<file path="src/rtl/rf46r_pkg.sv">
// shared types, constants and the 4b6b symbol decoder of the frame receiver
package rf46r_pkg;

  localparam int unsigned PeriodW = 12;
  localparam int unsigned TagW    = 8;
  localparam int unsigned LenW    = 16;
  localparam int unsigned NumW    = LenW + 1;
  localparam int unsigned PosW    = 10;
  localparam int unsigned BtnW    = 3;
  localparam int unsigned PcW     = 3;

  localparam logic [PeriodW-1:0] PeriodReset = 12'd500;
  localparam logic [TagW-1:0]    TagReset    = 8'd126;
  localparam logic [PosW-1:0]    HeldXReset  = 10'd504;
  localparam logic [PosW-1:0]    HeldYReset  = 10'd520;
  localparam logic [11:0]        SyncWord    = 12'hb38;
  localparam logic [3:0]         BitsPerByte = 4'd12;
  localparam logic [3:0]         RunMax      = 4'd15;
  localparam logic [7:0]         LenMin      = 8'd4;
  localparam logic [7:0]         LenMax      = 8'd15;
  localparam logic [4:0]         MinGoodLen  = 5'd5;

  // configuration register indexes
  localparam logic CfgPeriod = 1'b0;
  localparam logic CfgTag    = 1'b1;

  // microprogram step addresses
  localparam logic [PcW-1:0] StepWait  = 3'd0;
  localparam logic [PcW-1:0] StepDiv   = 3'd1;
  localparam logic [PcW-1:0] StepCheck = 3'd2;
  localparam logic [PcW-1:0] StepShift = 3'd3;
  localparam logic [PcW-1:0] StepPut   = 3'd4;

  typedef struct packed {
    logic            run_level;
    logic [LenW-1:0] run_length_us;
  } in_item_t;

  typedef struct packed {
    logic            new_data;
    logic [PosW-1:0] x_position;
    logic [PosW-1:0] y_position;
    logic [BtnW-1:0] buttons;
  } out_item_t;

  typedef enum logic [2:0] {
    CondFire    = 3'd0,
    CondDivDone = 3'd1,
    CondRunBad  = 3'd2,
    CondLast    = 3'd3,
    CondOutFree = 3'd4
  } cond_e;

  typedef struct packed {
    logic in_ready;
    logic load;
    logic div;
    logic shift;
    logic emit;
  } ctrl_t;

  typedef struct packed {
    logic fire;
    logic div_done;
    logic run_bad;
    logic last;
    logic out_free;
  } status_t;

  typedef struct packed {
    ctrl_t          ctrl;
    cond_e          cond;
    logic           stay;
    logic [PcW-1:0] target;
  } ucode_t;

  // returns {invalid, nibble}
  function automatic logic [4:0] sym_decode(logic [5:0] code);
    case (code)
      6'h0d:   return 5'h00;
      6'h0e:   return 5'h01;
      6'h13:   return 5'h02;
      6'h15:   return 5'h03;
      6'h16:   return 5'h04;
      6'h19:   return 5'h05;
      6'h1a:   return 5'h06;
      6'h1c:   return 5'h07;
      6'h23:   return 5'h08;
      6'h25:   return 5'h09;
      6'h26:   return 5'h0a;
      6'h29:   return 5'h0b;
      6'h2a:   return 5'h0c;
      6'h2c:   return 5'h0d;
      6'h32:   return 5'h0e;
      6'h34:   return 5'h0f;
      default: return 5'h10;
    endcase
  endfunction

endpackage

</file>
<file path="src/rtl/rf_4b6b_frame_receiver_unit.sv">
// top level of the 4b6b radio frame receiver
// a run of b bits (1 to 14) is taken in the wait step, divided, checked, shifted in and then put
// a run that rounds to q = 0 or to 15 and more bits (count stops at 15) skips the shift step
// one request at a time: the next is taken only after the put step has placed the result
// subtract loop and one-bit-a-cycle shifter set the rate; the put step waits for a free slot
// reset (rst_ni, asynchronous, active low) returns period 500, tag 126, x 504, y 520, no sync
module rf_4b6b_frame_receiver_unit (
  input  logic                          clk_i,
  input  logic                          rst_ni,
  input  logic                          in_valid_i,
  output logic                          in_ready_o,
  input  rf46r_pkg::in_item_t           in_item_i,
  output logic                          out_valid_o,
  input  logic                          out_ready_i,
  output rf46r_pkg::out_item_t          out_item_o,
  input  logic                          cfg_we_i,
  input  logic                          cfg_idx_i,
  input  logic [rf46r_pkg::PeriodW-1:0] cfg_wdata_i
);
  import rf46r_pkg::*;

  // configuration registers
  logic [PeriodW-1:0] period_q;
  logic [TagW-1:0]    tag_q;

  // sequencer control and status
  ctrl_t   ctrl;
  status_t status;

  logic            div_done, run_bad, last, fresh;
  logic [PosW-1:0] held_x, held_y;
  logic [BtnW-1:0] held_btn;

  // output register
  logic      out_valid_q, out_valid_d;
  out_item_t out_item_q, out_item_d;

  always_ff @(posedge clk_i or negedge rst_ni) begin
    if (!rst_ni) begin
      period_q <= PeriodReset;
      tag_q    <= TagReset;
    end else if (cfg_we_i) begin
      case (cfg_idx_i)
        CfgPeriod: period_q <= cfg_wdata_i;
        CfgTag:    tag_q    <= cfg_wdata_i[TagW-1:0];
        default:   ;
      endcase
    end
  end

  assign in_ready_o = ctrl.in_ready;

  // request taken only in the wait step; result slot free when empty or being drained
  assign status.fire     = in_valid_i & ctrl.in_ready;
  assign status.div_done = div_done;
  assign status.run_bad  = run_bad;
  assign status.last     = last;
  assign status.out_free = !out_valid_q || out_ready_i;

  rf46r_sequencer u_seq (
    .clk_i    (clk_i),
    .rst_ni   (rst_ni),
    .status_i (status),
    .ctrl_o   (ctrl)
  );

  // load is meaningful only with the handshake
  ctrl_t dp_ctrl;
  always_comb begin
    dp_ctrl      = ctrl;
    dp_ctrl.load = ctrl.load & in_valid_i;
  end

  rf46r_datapath u_dp (
    .clk_i      (clk_i),
    .rst_ni     (rst_ni),
    .ctrl_i     (dp_ctrl),
    .item_i     (in_item_i),
    .period_i   (period_q),
    .tag_i      (tag_q),
    .div_done_o (div_done),
    .run_bad_o  (run_bad),
    .last_o     (last),
    .fresh_o    (fresh),
    .held_x_o   (held_x),
    .held_y_o   (held_y),
    .held_btn_o (held_btn)
  );

  // result capture: the put step waits until the slot is free
  always_comb begin
    out_valid_d = out_valid_q;
    out_item_d  = out_item_q;
    if (out_valid_q && out_ready_i) begin
      out_valid_d = 1'b0;
    end
    if (ctrl.emit && status.out_free) begin
      out_valid_d           = 1'b1;
      out_item_d.new_data   = fresh;
      out_item_d.x_position = held_x;
      out_item_d.y_position = held_y;
      out_item_d.buttons    = held_btn;
    end
  end

  always_ff @(posedge clk_i or negedge rst_ni) begin
    if (!rst_ni) begin
      out_valid_q <= 1'b0;
    end else begin
      out_valid_q <= out_valid_d;
    end
  end

  always_ff @(posedge clk_i) begin
    out_item_q <= out_item_d;
  end

  assign out_valid_o = out_valid_q;
  assign out_item_o  = out_item_q;

`ifndef SYNTHESIS
  a_one_in_flight: assert property (@(posedge clk_i) disable iff (!rst_ni)
    (in_valid_i && in_ready_o) |=> !in_ready_o)
    else $error("second request taken while one is in work");
  a_no_overwrite: assert property (@(posedge clk_i) disable iff (!rst_ni)
    (out_valid_q && !out_ready_i) |=> out_valid_q && out_item_q == $past(out_item_q))
    else $error("pending result overwritten");
`endif

endmodule

</file>
<file path="src/rtl/rf46r_sequencer.sv">
// microprogram rom and step counter
module rf46r_sequencer (
  input  logic             clk_i,
  input  logic             rst_ni,
  input  rf46r_pkg::status_t status_i,
  output rf46r_pkg::ctrl_t   ctrl_o
);
  import rf46r_pkg::*;

  logic [PcW-1:0] pc_q, pc_d;
  ucode_t         uc;
  logic           cond_hit;

  function automatic ucode_t ucode_rom(logic [PcW-1:0] pc);
    ucode_t w;
    w = '{ctrl: '0, cond: CondFire, stay: 1'b1, target: StepWait};
    case (pc)
      StepWait:  begin
        w.ctrl.in_ready = 1'b1;
        w.ctrl.load     = 1'b1;
        w.cond          = CondFire;
        w.target        = StepDiv;
      end
      StepDiv:   begin
        w.ctrl.div = 1'b1;
        w.cond     = CondDivDone;
        w.target   = StepCheck;
      end
      StepCheck: begin
        w.cond   = CondRunBad;
        w.stay   = 1'b0;
        w.target = StepPut;
      end
      StepShift: begin
        w.ctrl.shift = 1'b1;
        w.cond       = CondLast;
        w.target     = StepPut;
      end
      StepPut:   begin
        w.ctrl.emit = 1'b1;
        w.cond      = CondOutFree;
        w.target    = StepWait;
      end
      default:   begin
        w.cond   = CondFire;
        w.stay   = 1'b0;
        w.target = StepWait;
      end
    endcase
    return w;
  endfunction

  assign uc = ucode_rom(pc_q);

  always_comb begin
    case (uc.cond)
      CondFire:    cond_hit = status_i.fire;
      CondDivDone: cond_hit = status_i.div_done;
      CondRunBad:  cond_hit = status_i.run_bad;
      CondLast:    cond_hit = status_i.last;
      CondOutFree: cond_hit = status_i.out_free;
      default:     cond_hit = 1'b1;
    endcase
  end

  always_comb begin
    if (pc_q > StepPut) begin
      pc_d = StepWait;
    end else if (cond_hit) begin
      pc_d = uc.target;
    end else if (uc.stay) begin
      pc_d = pc_q;
    end else begin
      pc_d = pc_q + 3'd1;
    end
  end

  always_ff @(posedge clk_i or negedge rst_ni) begin
    if (!rst_ni) begin
      pc_q <= StepWait;
    end else begin
      pc_q <= pc_d;
    end
  end

  assign ctrl_o = uc.ctrl;

`ifndef SYNTHESIS
  a_fire_to_div: assert property (@(posedge clk_i) disable iff (!rst_ni)
    (pc_q == StepWait && status_i.fire) |=> pc_q == StepDiv)
    else $error("accepted request did not start the division");
  a_last_to_put: assert property (@(posedge clk_i) disable iff (!rst_ni)
    (pc_q == StepShift && status_i.last) |=> pc_q == StepPut)
    else $error("last bit did not lead to the result step");
`endif

endmodule

</file>
<file path="src/rtl/rf46r_datapath.sv">
// run quantizer, shift register, frame parser and held joystick values
module rf46r_datapath (
  input  logic                        clk_i,
  input  logic                        rst_ni,
  input  rf46r_pkg::ctrl_t            ctrl_i,
  input  rf46r_pkg::in_item_t         item_i,
  input  logic [rf46r_pkg::PeriodW-1:0] period_i,
  input  logic [rf46r_pkg::TagW-1:0]    tag_i,
  output logic                        div_done_o,
  output logic                        run_bad_o,
  output logic                        last_o,
  output logic                        fresh_o,
  output logic [rf46r_pkg::PosW-1:0]  held_x_o,
  output logic [rf46r_pkg::PosW-1:0]  held_y_o,
  output logic [rf46r_pkg::BtnW-1:0]  held_btn_o
);
  import rf46r_pkg::*;

  logic [NumW-1:0]  num_q, num_d;
  logic [3:0]       cnt_q, cnt_d;
  logic             level_q, level_d;
  logic             fresh_q, fresh_d;

  logic [11:0]      sh_q, sh_d;
  logic             frame_q, frame_d;
  logic [3:0]       bitc_q, bitc_d;
  logic [3:0]       idx_q, idx_d;
  logic [3:0]       flen_q, flen_d;
  logic [7:0]       b1_q, b1_d, b2_q, b2_d, b3_q, b3_d, b4_q, b4_d;
  logic [PosW-1:0]  hx_q, hx_d, hy_q, hy_d;
  logic [BtnW-1:0]  hb_q, hb_d;

  logic [11:0]      sh_nx;
  logic [3:0]       bitc_nx;
  logic [4:0]       hi, lo;
  logic [7:0]       val;
  logic [4:0]       idx_nx;
  logic [3:0]       flen_eff;
  logic [7:0]       b1_e, b2_e, b3_e, b4_e;

  // quantizer: count whole periods in the rounded length, saturating at RunMax
  assign div_done_o = (num_q < NumW'(period_i)) || (cnt_q == RunMax);
  assign run_bad_o  = (cnt_q == 4'd0) || (cnt_q == RunMax);
  assign last_o     = (cnt_q == 4'd1);

  assign sh_nx   = {level_q, sh_q[11:1]};
  assign bitc_nx = bitc_q + 4'd1;
  assign hi      = sym_decode(sh_nx[5:0]);
  assign lo      = sym_decode(sh_nx[11:6]);
  assign val     = {hi[3:0], lo[3:0]};
  assign idx_nx  = {1'b0, idx_q} + 5'd1;
  assign flen_eff = (idx_q == 4'd0) ? val[3:0] : flen_q;
  assign b1_e    = (idx_q == 4'd1) ? val : b1_q;
  assign b2_e    = (idx_q == 4'd2) ? val : b2_q;
  assign b3_e    = (idx_q == 4'd3) ? val : b3_q;
  assign b4_e    = (idx_q == 4'd4) ? val : b4_q;

  always_comb begin
    num_d   = num_q;
    cnt_d   = cnt_q;
    level_d = level_q;
    fresh_d = fresh_q;
    sh_d    = sh_q;
    frame_d = frame_q;
    bitc_d  = bitc_q;
    idx_d   = idx_q;
    flen_d  = flen_q;
    b1_d    = b1_q;
    b2_d    = b2_q;
    b3_d    = b3_q;
    b4_d    = b4_q;
    hx_d    = hx_q;
    hy_d    = hy_q;
    hb_d    = hb_q;

    if (ctrl_i.load) begin
      num_d   = NumW'(item_i.run_length_us) + NumW'(period_i[PeriodW-1:1]);
      cnt_d   = 4'd0;
      level_d = item_i.run_level;
      fresh_d = 1'b0;
    end

    if (ctrl_i.div && !div_done_o) begin
      num_d = num_q - NumW'(period_i);
      cnt_d = cnt_q + 4'd1;
    end

    if (ctrl_i.shift) begin
      cnt_d = cnt_q - 4'd1;
      sh_d  = sh_nx;
      if (!frame_q) begin
        if (sh_nx == SyncWord) begin
          frame_d = 1'b1;
          bitc_d  = 4'd0;
          idx_d   = 4'd0;
          flen_d  = 4'd0;
        end
      end else if (bitc_nx != BitsPerByte) begin
        bitc_d = bitc_nx;
      end else if (hi[4] || lo[4]) begin
        bitc_d  = bitc_nx;
        frame_d = 1'b0;
      end else if (idx_q == 4'd0 && (val < LenMin || val > LenMax)) begin
        bitc_d  = bitc_nx;
        flen_d  = val[3:0];
        frame_d = 1'b0;
      end else begin
        if (idx_q == 4'd0) begin
          flen_d = val[3:0];
        end
        b1_d   = b1_e;
        b2_d   = b2_e;
        b3_d   = b3_e;
        b4_d   = b4_e;
        idx_d  = idx_nx[3:0];
        bitc_d = 4'd0;
        // frame complete
        if (idx_nx >= {1'b0, flen_eff} && flen_eff != 4'd0) begin
          frame_d = 1'b0;
          if (idx_nx >= MinGoodLen && b1_e == tag_i) begin
            hx_d    = {b2_e, 2'b00};
            hy_d    = {b3_e, 2'b00};
            hb_d    = b4_e[BtnW-1:0];
            fresh_d = 1'b1;
          end
        end
      end
    end
  end

  always_ff @(posedge clk_i or negedge rst_ni) begin
    if (!rst_ni) begin
      cnt_q   <= 4'd0;
      fresh_q <= 1'b0;
      sh_q    <= '0;
      frame_q <= 1'b0;
      bitc_q  <= 4'd0;
      idx_q   <= 4'd0;
      flen_q  <= 4'd0;
      hx_q    <= HeldXReset;
      hy_q    <= HeldYReset;
      hb_q    <= '0;
    end else begin
      cnt_q   <= cnt_d;
      fresh_q <= fresh_d;
      sh_q    <= sh_d;
      frame_q <= frame_d;
      bitc_q  <= bitc_d;
      idx_q   <= idx_d;
      flen_q  <= flen_d;
      hx_q    <= hx_d;
      hy_q    <= hy_d;
      hb_q    <= hb_d;
    end
  end

  // payload registers
  always_ff @(posedge clk_i) begin
    num_q   <= num_d;
    level_q <= level_d;
    b1_q    <= b1_d;
    b2_q    <= b2_d;
    b3_q    <= b3_d;
    b4_q    <= b4_d;
  end

  assign fresh_o    = fresh_q;
  assign held_x_o   = hx_q;
  assign held_y_o   = hy_q;
  assign held_btn_o = hb_q;

`ifndef SYNTHESIS
  a_shift_in_range: assert property (@(posedge clk_i) disable iff (!rst_ni)
    ctrl_i.shift |-> (cnt_q != 4'd0 && cnt_q != RunMax))
    else $error("bit shifted for a run outside one to fourteen bits");
  a_div_counts: assert property (@(posedge clk_i) disable iff (!rst_ni)
    (ctrl_i.div && !div_done_o) |=> cnt_q == $past(cnt_q) + 4'd1)
    else $error("quotient did not advance on a subtract step");
`endif

endmodule

</file>
<file path="config.mk">
export PLATFORM = sky130hd
export DESIGN_NAME = rf_4b6b_frame_receiver_unit
export DESIGN_NICKNAME = d
export VERILOG_FILES = /design/src/rtl/rf46r_pkg.sv /design/src/rtl/rf_4b6b_frame_receiver_unit.sv /design/src/rtl/rf46r_sequencer.sv /design/src/rtl/rf46r_datapath.sv
export SDC_FILE = /design/constraint.sdc
export NUM_CORES = 1
export LEC_CHECK = 0
export BUFFER_PORTS_ARGS = -buffer_cell sky130_fd_sc_hd__buf_4
export CAP_MARGIN = 20
export CORE_MARGIN = 3
export CORE_UTILIZATION = 42
export DETAILED_ROUTE_END_ITERATION = 10
export GPL_TIMING_DRIVEN = 0
export PLACE_DENSITY_LB_ADDON = 0.2
export SYNTH_ARGS = -nofsm -noshare
export SYNTH_HDL_FRONTEND = slang
export SYNTH_SLANG_ARGS = --single-unit
</file>
<file path="constraint.sdc">
create_clock -name clk_i -period 3.2 [get_ports clk_i]
set_clock_uncertainty 0.05 [all_clocks]
set_input_delay 0.16 -clock clk_i [delete_from_list [all_inputs] [get_ports clk_i]]
set_output_delay 0.16 -clock clk_i [all_outputs]
set_load 0.02 [all_outputs]
</file>
# ---- Yosys cells after proc, flatten, opt, wreduce, memory -nomap -nowiden
# Memories as Yosys holds them, arrays and structs flattened.
# Cells that the tools add are included.
dict set report word_totals {
  reg_bits 138
  latchBits 0
  ram_bits 0
  rom_bits 640
  out_inout_bits 26
  wordCells 147
  memories 2
}
dict set report classes {
  addsub 7
  n_mul 0
  n_div 0
  order_cmp 6
  eq_ne 21
  shifts 0
  muxes 50
  n_bitwise 6
  reduce_logical 31
}
# memory words word_bits read_ports rd_clocked_by_memory_dff wr line_no
set mem_list {}
lappend mem_list {{(no name shown)} 64 5 1 0 0 rf46r_pkg.sv:79} ;# case (code)
lappend mem_list {{(no name shown)} 64 5 1 0 0 rf46r_pkg.sv:79}
# operator n
set op_table {}
lappend op_table {{2-to-1 mux 4 bit} 17}
lappend op_table {{2-to-1 mux 17 bit} 2}
lappend op_table {{2-to-1 mux 8 bit} 3}
lappend op_table {{2-to-1 mux 1 bit} 20}
lappend op_table {{adder 16 x 11 -> 17 bit} 1}
lappend op_table {{less-than comparator 17 x 12 -> 1 bit} 1}
lappend op_table {{subtractor 17 x 12 -> 17 bit} 1}
lappend op_table {{equality test 12 bit (second input constant)} 1}
lappend op_table {{equality test 3 x 2 -> 1 bit (second input constant)} 4}
lappend op_table {{2-to-1 mux 3 bit} 4}
lappend op_table {{one-hot mux 3 bit (4 select lines)} 1}
lappend op_table {{AND reduction 5 bit} 2}
lappend op_table {{one-hot mux 3 bit (3 select lines)} 1}
lappend op_table {{adder 4 x 1 -> 4 bit (second input constant)} 2}
lappend op_table {{equality test 4 x 1 -> 1 bit (second input constant)} 2}
lappend op_table {{equality test 4 x 2 -> 1 bit (second input constant)} 2}
lappend op_table {{equality test 8 bit} 1}
lappend op_table {{greater-than comparator 8 x 4 -> 1 bit (second input constant)} 1}
lappend op_table {{logical NOT 4 bit} 2}
lappend op_table {{less-than comparator 8 x 3 -> 1 bit (second input constant)} 1}
lappend op_table {{AND reduction 7 bit} 1}
lappend op_table {{equality test 3 x 1 -> 1 bit (second input constant)} 2}
lappend op_table {{equality test 3 bit (second input constant)} 2}
lappend op_table {{logical AND 1 bit} 6}
lappend op_table {{25 further kinds} 41}

# ---- Logic depth before layout (Yosys ltp)
# Gate-level depths: netlist of run 1.
dict set report logic_depth {
  ltp_word 11
  depth_mapped 17
  mapped_depth_nobuf 16
}

# ---- Cells and area by module
# Synthesis of run 1 repeated with hierarchy kept, for this count alone.
dict set report unflattened {
  cells_unflattened 796
  hier_area_um2 8595.7
}
# module instances cells_each area_per_inst_um2 seq_area_each_um2
set by_module_without_submodules {}
lappend by_module_without_submodules {rf46r_datapath 1 673 6633.9 2562.5}
lappend by_module_without_submodules {rf_4b6b_frame_receiver_unit 1 75 1566.5 1261.2}
lappend by_module_without_submodules {rf46r_sequencer 1 48 395.4 75.1}

# ---- Least setup slack after synthesis of run 1
# No wires, ideal clock.
dict set report synth_path {
  path_kind {reg2reg}
  from {reg u_dp.sh_q[7]}
  to {reg u_dp.hx_q[2] (netlist: u_dp.held_x_o[2])}
  setup_ps 125
  arrival_time_ps 3122
  t_required_ps 3025
  setup_slack_ps -97
  stages_incl_launch_ff 18
  period_less_slack_ps 3297
  cell_sequence {dfrtp_1 > inv_1 > ha_1 > mux2_2 > nor2_1 > a2111oi_0 > a21oi_1 > o21ai_0 > inv_1 > ha_1 > a21oi_1 > nor2b_1 > o21ai_0 > nand2_1 > o31ai_1 > nor4_4 > buf_6 > mux2_4}
}
dict set report synth_via {
  elab_chain_cells 6
  elab_cells_between_ends 17
  cone_classes {order compare: 3; eq/ne: 1; mux: 3; bitwise: 2; reduce/logical: 7; memory: 1}
}
# item line_no
set synth_lines {}
lappend synth_lines {{start: declaration} rf46r_datapath.sv:24} ;# logic [11:0] sh_q, sh_d;
lappend synth_lines {{start signal: assignment} rf46r_datapath.sv:135} ;# sh_q <= '0;
lappend synth_lines {{start signal: assignment} rf46r_datapath.sv:146} ;# sh_q <= sh_d;
lappend synth_lines {{memory (64 x 5 bit) (*)} -}
lappend synth_lines {{less-than comparator 8 x 3 -> 1 bit / greater-than comparator 8 x 4 -> 1 bit (equally long branches)} rf46r_datapath.sv:103} ;# end else if (idx_q == 4'd0 && (val < LenMin || val > LenMax)) begin
lappend synth_lines {{logical OR 1 bit} rf46r_datapath.sv:103}
lappend synth_lines {{logical AND 1 bit} rf46r_datapath.sv:103}
lappend synth_lines {{inverter 1 bit (no line)} -}
lappend synth_lines {{AND reduction 7 bit (no line)} -}
lappend synth_lines {{end signal: assignment} rf46r_datapath.sv:140} ;# hx_q <= HeldXReset;
lappend synth_lines {{end: declaration} rf46r_datapath.sv:30} ;# logic [PosW-1:0] hx_q, hx_d, hy_q, hy_d;
# Mark *: on every way between the ends. The rest lies on a longest branch, timed or not.
# A chain may end at the register's enable or synchronous reset.

# ---- Final worst setup path of run 1
# Ends and elaborated chain as after synthesis.

==> parameters.txt, run 1 <==
Parameter                              Value

Global routing
  First-pass GRT wire length    29.6 mm
  Most used routing layer in global routing    met2
  Total overflow reported by the global router    0
  Met1 Usage GRT    23.5%
  Met3 GRT Util    3.65%
  Via count of the first global-routing pass    5866
  Pin count of the biggest net entering global routing    73
  Global Route met2 Usage    31.0%
  Number of antenna violations at the first check in global routing    0
  Aggregate global-route resource usage    18.0%

Floorplan
  DIE WIDTH    145 um
  Core Rows    50
  Die height    145 um
  Placeable core area    0.0188 mm^2
  Total die area    0.0209 mm^2
  Initial cell density of the core    42.9%
  # IOs    61

Synthesis
  Ys Warns    0
  Xor and xnor fraction of the mapped netlist area    4.54%
  Library cell with the highest instance count after synthesis    sky130_fd_sc_hd__nand2_1
  Basic-gate share of the synthesized area counting and, or, nand and nor cells    14.1%
  Commonest cells in the synthesized netlist    91 x sky130_fd_sc_hd__nand2_1, 78 x sky130_fd_sc_hd__o21ai_0, 65 x sky130_fd_sc_hd__edfxtp_1, 52 x sky130_fd_sc_hd__dfrtp_1, 49 x sky130_fd_sc_hd__ha_1
  Synthesized-area fraction occupied by ao, oa, aoi and oai cells    13.8%
  Area of the mapped netlist    0.00808 mm^2
  Part of the Yosys area used for sequential elements    46.8%
  Share of Yosys cell area claimed by the top area cell type    24.2%
  Number of synthesized register bits    137
  Dominant cell type by area after synthesis    sky130_fd_sc_hd__edfxtp_1
  Count of flip-flops with a built-in enable after synthesis    65
  Multiplexer fraction of the synthesized cell area    8.21%
  Adder-Cell Fraction of Synth Area    8.09%
  Combinational family with the most area after synthesis    simple AND/OR/NAND/NOR gates
  Post-synth cell types    68
  Mapped Avg Cell Area    10.3 um^2
  Async set-or-reset flop fraction in the synthesized netlist    52.6%
  Top_reg_cell synth    sky130_fd_sc_hd__edfxtp_1
  Top cells by area in the synthesized netlist    sky130_fd_sc_hd__edfxtp_1 24%, sky130_fd_sc_hd__dfrtp_1 16%, sky130_fd_sc_hd__ha_1 7.6%
  Post-synthesis cell count    782

Worst hold path
  Type of the most critical hold path    input port to register
  Min-Delay Startpoint    cfg_idx_i

Worst setup path
  Dominant delay contributor by cell family on the critical path    compound AO/OA/AOI/OAI gates
  Series of cell instances along the critical path    buf_6 > ha_4 > nor3b_4 > a211oi_2 > o31a_4 > a221o_1 > a311oi_4 > nand2_4 > nor4_4 > buf_6 > buf_6 > mux2_4
  Data arrival time of the critical path    3510 ps
  Critical Path End Type    register
  Cell repeated most along the worst path    sky130_fd_sc_hd__buf_6
  Type of the worst setup path    register to register
  Slowest CP cell    sky130_fd_sc_hd__dfrtp_1
  Total buffers and inverters traversed by the critical path    3
  Reg2Reg Launch Point    u_dp.sh_q[7]
  Slowest Stage Delay on Critical Path    400 ps
  Launching element of the worst setup path    u_dp.sh_q[7]
  CP max FO    5
  Element type at the critical path start    register
  WP data required    3460 ps

Detailed routing
  Number of vias per cell    5.15
  Average wire length per cell after detail routing    15.5 um
  Total via count in the routed design    6094
  Starting DRC count in detailed routing    280
  DRC violations left    0
  Routed WL    18.4 mm
  Detailed Routing Iterations Pass 1    5
  Antenna Violating Nets Remaining    0

Clock tree
  CTS tree    done
  Clock latency at the later pin of the worst-skew pair    420 ps
  Num CTS Buffers    17
  Clk pin slew, worst setup/hold paths    60 ps
  Root Buffer    sky130_fd_sc_hd__clkbuf_16
  Number of sinks on the clock net    137
  H-tree level count    4
  Bufs on Longest Clock Path    2

Cells and area
  Final standard cell utilization of the core    54.1%
  Antenna Cells    0
  Synthesis-to-finish area growth    26.1%
  Share of final-layout standard cells stronger than drive strength 1    27.3%
  Total Nets Final    997

Power
  Post-layout total power    0.00783 W
  Leak    4.27 nW
  Logic gate share of total power    45.2%
  Register share of total power    30.8%
  Pwr Density    769 mW/mm^2
  Worst supply voltage drop on vdd    0.408 mV
  Clock share of power    24.0%
  Switching power share of the total    38.8%
  Net switching power    0.00304 W
  Cell internal power dissipation    0.00479 W

Placement
  Count of port buffers added during placement    56
  Hpwl dp    12.2 mm
  Final GP Congestion    0.831

Run
  Max Cap Viol    0

Outcome
  Outcome    complete, but fails checks
  Failing checks    setup timing

Timing
  Unrepaired setup endpoints after global routing    true
  Crit path time final    3250 ps
  Normalized max-slew margin    33.1%
  Total setup violations reported at the end of the flow    18
  Final critical-path setup slack    -52.4 ps
  Slew of the pin with the lowest slew margin    1000 ps
  Highest clock frequency the design can meet    0.307 GHz
  Number of hold-slack violations in the final timing report    0
  Number of slew-limit violations in the final report    0
  Post-route fraction of the period consumed by the critical path    102%
==> layer usage <==
| layer | share of wire (%) | wire [um] |
|---|---|---|
| met5 | 0 | 0 |
| met1 | 47 | 8610 |
| met3 | 2.9 | 529 |
| met2 | 49 | 9060 |
| met4 | 0.90 | 165 |
==> stage by stage <==
| stage | cells | cell area [um^2] | hold WS (ps) | setup TNS, ps | setup slack, ps |
|---|---|---|---|---|---|
| 3_3_place_gp | 1101 | 8840 | 290 | -42330 | -849 |
| 6_report | 1184 | 10200 | 56.0 | -547 | -52.4 |
| 2_1_floorplan | 785 | 8090 | -186 | 0 | 22.8 |
| 4_1_cts | 1177 | 10000 | 37.4 | -14.3 | -5.78 |
| 3_5_place_dp | 1102 | 8850 | 291 | -44490 | -907 |
| 5_1_grt | 1184 | 10200 | 74.8 | -4660 | -245 |
==> kinds of logic after synthesis <==
group                      Yosys count
xor gates and xnor gates            41
AOI/OAI and AO/OA                  183
other                                1
DFF                                137
muxes                               54
and+or+nand+nor                    233
buffers and inverters               82
adders and majority gates           51
==> placed cells by master (no fill, tap or decap), types with 7 or more instances in the layout <==
cell type and instances:
sky130_fd_sc_hd__buf_4 93, sky130_fd_sc_hd__nand2_1 91, sky130_fd_sc_hd__o21ai_0 74, sky130_fd_sc_hd__edfxtp_1 65, sky130_fd_sc_hd__dfrtp_1 49, sky130_fd_sc_hd__ha_1 45
sky130_fd_sc_hd__inv_1 43, sky130_fd_sc_hd__nor2_1 39, sky130_fd_sc_hd__a21oi_1 37, sky130_fd_sc_hd__nand3_1 28, sky130_fd_sc_hd__xor2_1 24, sky130_fd_sc_hd__mux2_4 20
sky130_fd_sc_hd__dfstp_2 20, sky130_fd_sc_hd__mux2_2 18, sky130_fd_sc_hd__clkbuf_16 18, sky130_fd_sc_hd__xnor2_1 16, sky130_fd_sc_hd__dlygate4sd3_1 15, sky130_fd_sc_hd__mux2i_1 12
sky130_fd_sc_hd__clkbuf_1 11, sky130_fd_sc_hd__nand2b_1 10, sky130_fd_sc_hd__nor2b_1 10, sky130_fd_sc_hd__nand4_1 8, sky130_fd_sc_hd__clkinvlp_4 7, sky130_fd_sc_hd__nand3b_1 7
sky130_fd_sc_hd__nor3_1 7
==> final timing paths <==
path | to | slack [ps] | depth (start not counted)
worst min-delay path | period_q[8] | 60 | 4
min in group asynchronous | u_dp.held_y_o[5] | 410 | 2
worst max-delay path | u_dp.held_x_o[2] | -50 | 12
max in group asynchronous | u_dp.idx_q[0] | 1980 | 2
worst max register to register | u_dp.held_x_o[2] | -50 | 12
worst min register to register | out_item_o[23] | 400 | 0
==> area by class of cell <==
class / instances / area, um^2
tap: 260 / 325
clock buffer: 19 / 453
clock inverter: 13 / 108
fill: 1684 / 8640
timing repair inverter: 1 / 7.51
timing repair buffer: 108 / 888
inverter: 47 / 186
buffer: 33 / 200
sequential: 137 / 3780
multi-input combinational: 566 / 4240
==> timing repair <==
action	in CTS	in global routing
pin swaps	13	16
endpoints found under the setup margin	83	84
endpoints found under the hold margin	74	0
hold buffers	15	0
setup buffers	28	6
gates cloned	2	1
gates resized for setup	57	24
==> registers in the layout, summed over array words and instances (netlist names) <==
| register | count |
|---|---|
| period_q | 12 |
| u_seq.pc_q | 3 |
| u_dp.level_q | 1 |
| u_dp.idx_q | 4 |
| u_dp.b4_q | 3 |
| tag_q | 8 |
| u_dp.b3_q | 8 |
| u_dp.held_x_o | 8 |
| u_dp.frame_q | 1 |
| out_item_o | 20 |
| u_dp.flen_q | 4 |
| u_dp.bitc_q | 4 |
| u_dp.fresh_o | 1 |
| u_dp.b1_q | 8 |
| u_dp.sh_q | 11 |
| u_dp.b2_q | 8 |
| out_valid_o | 1 |
| u_dp.held_y_o | 8 |
| u_dp.num_q | 17 |
| u_dp.held_btn_o | 3 |
| u_dp.cnt_q | 4 |
==> worst register-to-register path, stage by stage, from the launching register on <==
cell and delay (ps):
sky130_fd_sc_hd__dfrtp_1 400, sky130_fd_sc_hd__buf_6 130, sky130_fd_sc_hd__ha_4 140, sky130_fd_sc_hd__nor3b_4 220, sky130_fd_sc_hd__a211oi_2 90, sky130_fd_sc_hd__o31a_4 400
sky130_fd_sc_hd__a221o_1 350, sky130_fd_sc_hd__a311oi_4 350, sky130_fd_sc_hd__nand2_4 100, sky130_fd_sc_hd__nor4_4 290, sky130_fd_sc_hd__buf_6 180, sky130_fd_sc_hd__buf_6 140
sky130_fd_sc_hd__mux2_4 300
==> power by group through the flow <==
stage / clock network, W / registers (W) / logic, W
after floorplan: 0 / 0.00238 / 0.00225
after global placement: 0 / 0.00242 / 0.00290
after detailed placement: 0 / 0.00243 / 0.00291
after CTS: 0.00193 / 0.00241 / 0.00336
after global routing: 0.00199 / 0.00245 / 0.00392
final: 0.00188 / 0.00242 / 0.00354
Note: power is estimated with default switching activity, not from simulation.
==> run 2, diff against run 1 <==
--- a/config.mk
+++ b/config.mk
@@ -12,6 +12,7 @@
 export DETAILED_ROUTE_END_ITERATION = 10
 export GPL_TIMING_DRIVEN = 0
 export PLACE_DENSITY_LB_ADDON = 0.2
+export RECOVER_POWER = 100
 export SYNTH_ARGS = -nofsm -noshare
 export SYNTH_HDL_FRONTEND = slang
 export SYNTH_SLANG_ARGS = --single-unit
==> parameters.txt, run 2 (synthesis gave the netlist of run 1 again) <==
Parameter                              Value

Placement
  Final GP Congestion    0.831
  Count of port buffers added during placement    56
  Hpwl dp    12.2 mm
  Placed instance area    0.00885 mm^2

Clock tree
  Clock latency at the later pin of the worst-skew pair    420 ps
  CTS tree    done
  Number of sinks on the clock net    137
  H-tree level count    4
  Num CTS Buffers    17
  Bufs on Longest Clock Path    2
  Clk pin slew, worst setup/hold paths    60 ps
  Root Buffer    sky130_fd_sc_hd__clkbuf_16

Power
  Worst supply voltage drop on vdd    0.409 mV
  Net switching power    0.00304 W
  Pwr Density    775 mW/mm^2
  Switching power share of the total    38.9%
  Leak    4.17 nW
  Cell internal power dissipation    0.00479 W
  Clock share of power    24.0%
  Register share of total power    30.8%
  Logic gate share of total power    45.2%

Floorplan
  Placeable core area    0.0188 mm^2
  DIE WIDTH    145 um
  # IOs    61
  Core Rows    50
  Initial cell density of the core    42.9%
  Die height    145 um
  Total die area    0.0209 mm^2

Detailed routing
  Starting DRC count in detailed routing    295
  Average wire length per cell after detail routing    15.5 um
  Number of vias per cell    5.14
  Routed WL    18.4 mm
  Detailed Routing Iterations Pass 1    5
  DRC violations left    0
  Antenna Violating Nets Remaining    0
  Total via count in the routed design    6083

Global routing
  Aggregate global-route resource usage    18.0%
  Total overflow reported by the global router    0
  First-pass GRT wire length    29.6 mm
  Pin count of the biggest net entering global routing    73
  Via count of the first global-routing pass    5866
  Number of antenna violations at the first check in global routing    0

Timing
  Total setup violations reported at the end of the flow    18
  Final critical-path setup slack    -53.8 ps
  Number of slew-limit violations in the final report    73
  Setup TNS    -559 ps
  Slew of the pin with the lowest slew margin    1960 ps
  Normalized max-slew margin    -30.4%
  Number of hold-slack violations in the final timing report    0
  Crit path time final    3250 ps
  Post-route fraction of the period consumed by the critical path    102%
  Unrepaired setup endpoints after global routing    true
  Highest clock frequency the design can meet    0.307 GHz

Cells and area
  Antenna Cells    0
  Commonest cells after routing, fill and taps aside    91 x sky130_fd_sc_hd__nand2_1, 74 x sky130_fd_sc_hd__o21ai_0, 67 x sky130_fd_sc_hd__buf_4, 65 x sky130_fd_sc_hd__edfxtp_1, 49 x sky130_fd_sc_hd__dfrtp_1
  Max FFs per register    20
  Share of final-layout standard cells stronger than drive strength 1    23.9%
  Post-route standard cell area excluding fillers    0.0101 mm^2
  Synthesis-to-finish area growth    25.0%
  Total Nets Final    997
  Commonest non-fill, non-tap cell in the layout    sky130_fd_sc_hd__nand2_1
  Final standard cell utilization of the core    53.6%

Run
  Max Cap Viol    1

Worst setup path
  Data arrival time of the critical path    3510 ps
  Element type at the critical path start    register
  Type of the worst setup path    register to register
  Critical Path End Type    register
  CP max FO    5
  WP data required    3460 ps

Worst hold path
  Type of the most critical hold path    input port to register

Outcome
  Failing checks    capacitance limit, slew limit, setup timing
  Outcome    complete, but fails checks
## run 2: area by class of cell
type | count | area [um^2]
Multi-Input combinational cell | 566 | 4230
Sequential cell | 137 | 3780
Fill cell | 1715 | 8730
Clock inverter | 13 | 108
Buffer | 33 | 200
Inverter | 47 | 186
Tap cell | 260 | 325
Timing Repair Buffer | 108 | 803
Clock buffer | 19 | 453
Timing Repair inverter | 1 | 7.51
## run 2: repair_timing
action                                 CTS  global route
resized for setup                       57            24
setup endpoints to repair               83            84
hold buffers                            15             0
gates cloned                             2             1
pin swaps                               13            16
buffers inserted                        28             6
endpoints found under the hold margin   74             0
## run 2: worst paths after layout
check / cells after the start / end / slack, ps / from
max: 12 / u_dp.held_x_o[2] / -50 / u_dp.sh_q[7]
min: 3 / u_dp.num_q[14] / 80 / in_item_i[14]
max reg2reg: 12 / u_dp.held_x_o[2] / -50 / u_dp.sh_q[7]
min reg2reg: 0 / out_item_o[23] / 400 / u_dp.fresh_o
max in group asynchronous: 2 / u_dp.idx_q[0] / 1020 / rst_ni
min in group asynchronous: 2 / u_dp.held_y_o[5] / 790 / rst_ni
## run 2: critical path, stage by stage, from the launching register on
cell and delay, ps:
sky130_fd_sc_hd__dfrtp_1 400, sky130_fd_sc_hd__buf_6 130, sky130_fd_sc_hd__ha_4 140, sky130_fd_sc_hd__nor3b_4 220
sky130_fd_sc_hd__a211oi_2 80, sky130_fd_sc_hd__o31a_4 400, sky130_fd_sc_hd__a221o_1 350, sky130_fd_sc_hd__a311oi_4 350
sky130_fd_sc_hd__nand2_4 100, sky130_fd_sc_hd__nor4_4 290, sky130_fd_sc_hd__buf_6 180, sky130_fd_sc_hd__buf_6 140
sky130_fd_sc_hd__mux2_4 300
## run 2: power by group through the flow
| stage | clock network [W] | logic [W] | registers, W |
|---|---|---|---|
| 3_5_place_dp | 0 | 0.00291 | 0.00243 |
| 3_3_place_gp | 0 | 0.00290 | 0.00242 |
| 6_report | 0.00188 | 0.00354 | 0.00241 |
| 5_1_grt | 0.00199 | 0.00392 | 0.00244 |
| 2_1_floorplan | 0 | 0.00225 | 0.00238 |
| 4_1_cts | 0.00193 | 0.00336 | 0.00241 |
## run 2: stage by stage
stage,setup slack (ps),std cells,hold WS [ps],power [W]
4_1_cts,-5.78,1177,37.4,0.00770
2_1_floorplan,22.8,785,-186,0.00464
3_5_place_dp,-907,1102,291,0.00534
3_3_place_gp,-849,1101,290,0.00532
5_1_grt,-245,1184,74.8,0.00836
6_report,-53.8,1184,76.8,0.00783
## run 2: metal layers
layer	vias to the layer above	wire length [um]	GRT usage, %
met1	2911	8620	23.5
met3	14	546	3.65
met2	96	9020	31.0
met5	-	0	0
li1	3062	-	-
met4	0	184	4.37
